--- src/rtl/core/tcb_pkg.sv ---
// shared types and constants for the text console buffer
package tcb_pkg;

    localparam int          TCB_ROWS     = 25;
    localparam int          TCB_COLS     = 80;
    localparam logic [15:0] BLANK_RESET  = 16'h2007;
    localparam logic [7:0]  NEWLINE_CODE = 8'd10;

    typedef enum logic [1:0] {
        OP_PUT   = 2'd0,
        OP_BACK  = 2'd1,
        OP_CLEAR = 2'd2,
        OP_READ  = 2'd3
    } tcb_op_t;

    typedef enum logic [2:0] {
        ST_INIT,
        ST_IDLE,
        ST_EXEC,
        ST_SCROLL,
        ST_CLEAR,
        ST_DONE
    } tcb_state_t;

    typedef enum logic [2:0] {
        CUR_HOLD,
        CUR_ADVANCE,
        CUR_NEXT_ROW,
        CUR_COL0,
        CUR_BACK,
        CUR_HOME
    } tcb_cur_op_t;

    typedef struct packed {
        logic        load;
        tcb_cur_op_t cur_op;
        logic        wr_char;
        logic        wr_back;
        logic        rd_cell;
        logic        sweep;
        logic        copy;
        logic        fill_reset;
        logic        out_load;
    } tcb_cmd_t;

    typedef struct packed {
        tcb_op_t op;
        logic    newline;
        logic    row_zero;
        logic    row_last;
        logic    col_zero;
        logic    col_last;
        logic    rd_in_range;
        logic    sweep_last;
        logic    out_free;
    } tcb_status_t;

endpackage

--- src/rtl/core/tcb_ctrl.sv ---
// control state machine for the text console buffer
module tcb_ctrl
    import tcb_pkg::*;
(
    input  logic        aclk,
    input  logic        aresetn,
    input  logic        s_valid,
    output logic        s_ready,
    input  tcb_status_t status,
    output tcb_cmd_t    cmd
);

    tcb_state_t state_reg;
    tcb_state_t state_next;
    logic       wrap;

    assign wrap = status.newline || status.col_last;

    always_ff @(posedge aclk) begin
        if (!aresetn) begin
            state_reg <= ST_INIT;
        end else begin
            state_reg <= state_next;
        end
    end

    always_comb begin
        state_next = state_reg;
        unique case (state_reg)
            ST_INIT: begin
                if (status.sweep_last) begin
                    state_next = ST_IDLE;
                end
            end
            ST_IDLE: begin
                if (s_valid) begin
                    state_next = ST_EXEC;
                end
            end
            ST_EXEC: begin
                unique case (status.op)
                    OP_PUT:   state_next = (wrap && status.row_last) ? ST_SCROLL : ST_DONE;
                    OP_BACK:  state_next = ST_DONE;
                    OP_CLEAR: state_next = ST_CLEAR;
                    OP_READ:  state_next = ST_DONE;
                endcase
            end
            ST_SCROLL, ST_CLEAR: begin
                if (status.sweep_last) begin
                    state_next = ST_DONE;
                end
            end
            ST_DONE: begin
                if (status.out_free) begin
                    state_next = ST_IDLE;
                end
            end
            default: state_next = ST_INIT;
        endcase
    end

    always_comb begin
        s_ready = 1'b0;
        cmd     = '0;
        cmd.cur_op = CUR_HOLD;
        unique case (state_reg)
            ST_INIT: begin
                cmd.sweep      = 1'b1;
                cmd.fill_reset = 1'b1;
            end
            ST_IDLE: begin
                s_ready  = 1'b1;
                cmd.load = s_valid;
            end
            ST_EXEC: begin
                unique case (status.op)
                    OP_PUT: begin
                        cmd.wr_char = !status.newline;
                        if (wrap) begin
                            cmd.cur_op = status.row_last ? CUR_COL0 : CUR_NEXT_ROW;
                        end else begin
                            cmd.cur_op = CUR_ADVANCE;
                        end
                    end
                    OP_BACK: begin
                        if (!(status.row_zero && status.col_zero)) begin
                            cmd.wr_back = 1'b1;
                            cmd.cur_op  = CUR_BACK;
                        end
                    end
                    OP_CLEAR: begin
                        cmd.cur_op = CUR_HOME;
                    end
                    OP_READ: begin
                        cmd.rd_cell = status.rd_in_range;
                    end
                endcase
            end
            ST_SCROLL: begin
                cmd.sweep = 1'b1;
                cmd.copy  = 1'b1;
            end
            ST_CLEAR: begin
                cmd.sweep = 1'b1;
            end
            ST_DONE: begin
                cmd.out_load = status.out_free;
            end
            default: begin
                cmd.cur_op = CUR_HOLD;
            end
        endcase
    end

endmodule

--- config.mk ---
export PLATFORM = sky130hd
export DESIGN_NAME = tcb_ctrl
export DESIGN_NICKNAME = d
export VERILOG_FILES = /design/src/rtl/core/tcb_pkg.sv /design/src/rtl/core/tcb_ctrl.sv
export SDC_FILE = /design/constraint.sdc
export NUM_CORES = 1
export LEC_CHECK = 0
export BUFFER_PORTS_ARGS = -buffer_cell sky130_fd_sc_hd__buf_2
export CELL_PAD_IN_SITES_DETAIL_PLACEMENT = 2
export CELL_PAD_IN_SITES_GLOBAL_PLACEMENT = 2
export CORE_AREA = 2 2 46 48
export CTS_CLUSTER_DIAMETER = 60
export DETAILED_ROUTE_END_ITERATION = 8
export DIE_AREA = 0 0 48 50
export PLACE_DENSITY = 0.73
export SETUP_SLACK_MARGIN = 0.5
export SLEW_MARGIN = 40
export SYNTH_ARGS = -nofsm -noshare
export SYNTH_HDL_FRONTEND = slang
export SYNTH_SLANG_ARGS = --single-unit
--- constraint.sdc ---
create_clock -name aclk -period 3.23 [get_ports aclk]
set_input_delay 0.1615 -clock aclk [delete_from_list [all_inputs] [get_ports aclk]]
set_output_delay 0.1615 -clock aclk [all_outputs]
set_load 0.01 [all_outputs]
==> metrics.yaml <==
route:
  vias: 462
  wl_um: 1260
  wl_per_cell_um: 12.6
  ant_nets: 0
  drt_iter0_markers: 4
  drc: 0
  first_pass_iters: 2
  vias_per_cell: 4.62
logic_synthesis:
  synth_top_flop_cell: "dfxtp_1"
  synth_edf_count: 0
  syn-num-nets: 61
  ys_seq_elements: 3
  yosysUniqueCellTypes: 27
  synthArstFlopShare_pct: 0
  synth_area_per_cell_um2: 7.38
  yosysSeqAreaShare_pct: 17.0
  synth_warnings: 0
  syn_area_um2: 354
  syn_inst: 48
timing:
  fmaxAchievable_mhz: 564
  hold_viol: 0
  tightest_slew_ns: 0.388
  tns_ns: 0
  max-slew-margin-rel_pct: 74.1
  period_share_pct: 54.9
  fin_hold_ws_ns: 0.177
  rsz0062_at_grt: "no"
  final_max_slew_viol_count: 0
  period_needed_ns: 1.77
  setup_viol: 0
  skew_ns: 0.00415
setup_path:
  max_stage_delay_ns: 0.53
  reg2regPathDepth: 3
  crit_path_end_kind: "flip-flop"
  cp.required_ns: 3.37
  crit_arrival_ns: 1.92
  worstPathCellList: "or4b_4 > or3_1 > a311oi_1"
  cp-start-kind: "flip-flop"
  crit_fanout: 11
  r2r_start: "state_reg[1]"
  reg2reg_slack_ns: 1.46
  reg2reg_to: "state_reg[1]"
  crit_type: "reg -> reg"
  critPathSlowestCell: "or4b_4"
outcome:
  outcome: "completed"
clock_tree:
  cts.sinks: 3
  cts_hold_buf: 0
  numCtsBuffers: 3
  cts_tree: "done"
  cts-htree-levels: 1
  clk_path_buf_depth: 2
  path_clk_slew_ns: 0.04
  cts_root_buffer: "clkbuf_4"
  insertion_delay_ns: 0.24
  cts_resized: 0
  cts_setup_buffers: 0
finish:
  drive_above_1_share_pct: 41.1
  diodes: 0
  largest_register_ff_count: 3
  layoutNonFillerInstCount: 100
  nets: 87
  final_core_util_pct: 26.9
  area_growth_pct: 44.5
placed_design:
  dp_hpwl_um: 1060
  numPlacedInstances: 96
  io_buffers: 24
  gp_congestion: 0.685
floorplanning:
  start_util_pct: 18.6
  die_area_um2: 2400
  boundaryPins: 25
  die_h_um: 50
  rows: 16
  core_area_um2: 1900
  fp.dieW_um: 48
power:
  pwr-share-clk_pct: 29.4
  combPwrFrac_pct: 43.1
  p_leak_nw: 0.269
  seqPwrFrac_pct: 27.5
  peakVddDrop_v: 0.000222
  fin_total_pwr_uw: 228
  switchingPower_uw: 88.9
  switching_share_pct: 38.9
  p_int_uw: 139
  p_per_area_nw_per_um2: 446
global_routing:
  grt_pass1_wl_um: 1960
  grt_max_degree: 15
  overflow: 0
  grt_pass1_vias: 475
  grt.total_usage_pct: 11.6
  antenna_found_initial: 0
min_path:
  holdPathEnd: "state_reg[0]"
  hp-start: "aresetn"
  hold_depth: 2
  holdCritPathClass: "in -> reg"
flow_run:
  max-cap-violations: 0
==> routing by layer <==
metal,vias up,wire length [µm],GRT usage [%]
met5,-,0,0
met4,0,13,5.41
met3,2,91,3.30
met2,21,654,20.4
met1,214,504,11.8
li1,225,-,-
==> cell usage after synthesis (2+ instances only) <==
master	count	area share, %
a211oi_1	3	6.4
a21oi_1	2	2.8
and2b_1	2	4.2
and3_1	3	5.3
and4_1	2	4.9
dfxtp_1	3	17
inv_1	3	3.2
nor2_1	5	5.3
nor2b_1	3	5.3
nor3_1	4	5.7
o21bai_1	2	4.2
==> cell usage in the layout, fill, tap and decap left out, drive strengths merged <==
master   n
and2     1
o21a     1
buf     24
or4      1
inv      3
a311oi   1
nor2     5
and2b    2
or3b     1
mux2i    1
nand2    1
and4     2
nor2b    3
or2      1
o21bai   2
nor4bb   1
and3     3
a41o     1
a211oi   3
nor3     4
o21ai    1
clkbuf   4
or4b     1
a21oi    2
or3      1
dfxtp    3
==> cell type report <==
type / count / area (µm²)
inverters: 3 / 11.3
clock buffers: 4 / 26.3
multi-input cells: 39 / 260
flip-flops and latches: 3 / 60.1
repair buffers: 24 / 120
fillers: 250 / 1390
well taps: 27 / 33.8
==> worst max-delay path, delay by kind of cell, from the launching register on <==
kind,cells,cell delay [ns]
AOI/OAI and AO/OA,1,0.27
and+or+nand+nor,2,0.90
DFF,1,0.51
==> power by group through the flow <==
| stage | registers [mW] | logic, mW | clock network (mW) |
|---|---|---|---|
| 3_5_place_dp | 0.0643 | 0.101 | 0 |
| 4_1_cts | 0.0635 | 0.101 | 0.0695 |
| 5_1_grt | 0.0654 | 0.111 | 0.0733 |
| 6_report | 0.0628 | 0.0985 | 0.0671 |
| 3_3_place_gp | 0.0624 | 0.0976 | 0 |
| 2_1_floorplan | 0.0480 | 0.0801 | 0 |
==> worst max-delay path by stage <==
stage,end,from,slack (ns)
final,state_reg[1],state_reg[1],1.46
after global routing,state_reg[1],state_reg[1],1.34
after CTS,state_reg[1],state_reg[1],1.43
after detailed placement,state_reg[1],state_reg[1],1.44
after global placement,state_reg[1],state_reg[1],1.52
after floorplan,state_reg[1],state_reg[2],1.62
==> per-stage QoR <==
step | instance area (µm²) | worst slack [ns]
6_report | 512 | 1.46
5_1_grt | 512 | 1.34
4_1_cts | 512 | 1.43
3_5_place_dp | 485 | 1.44
3_3_place_gp | 485 | 1.52
2_1_floorplan | 354 | 1.62
==> cells by family (layout without fill, tap and decap cells) <==
kind of cell	Yosys count	after routing	synth area share [%]
AOI/OAI and AO/OA	11	11	22.3
and+or+nand+nor	27	27	48.4
buffers and inverters	6	31	9.54
muxes	1	1	2.83
DFF	3	3	17.0
(Power assumes the default switching activity.)
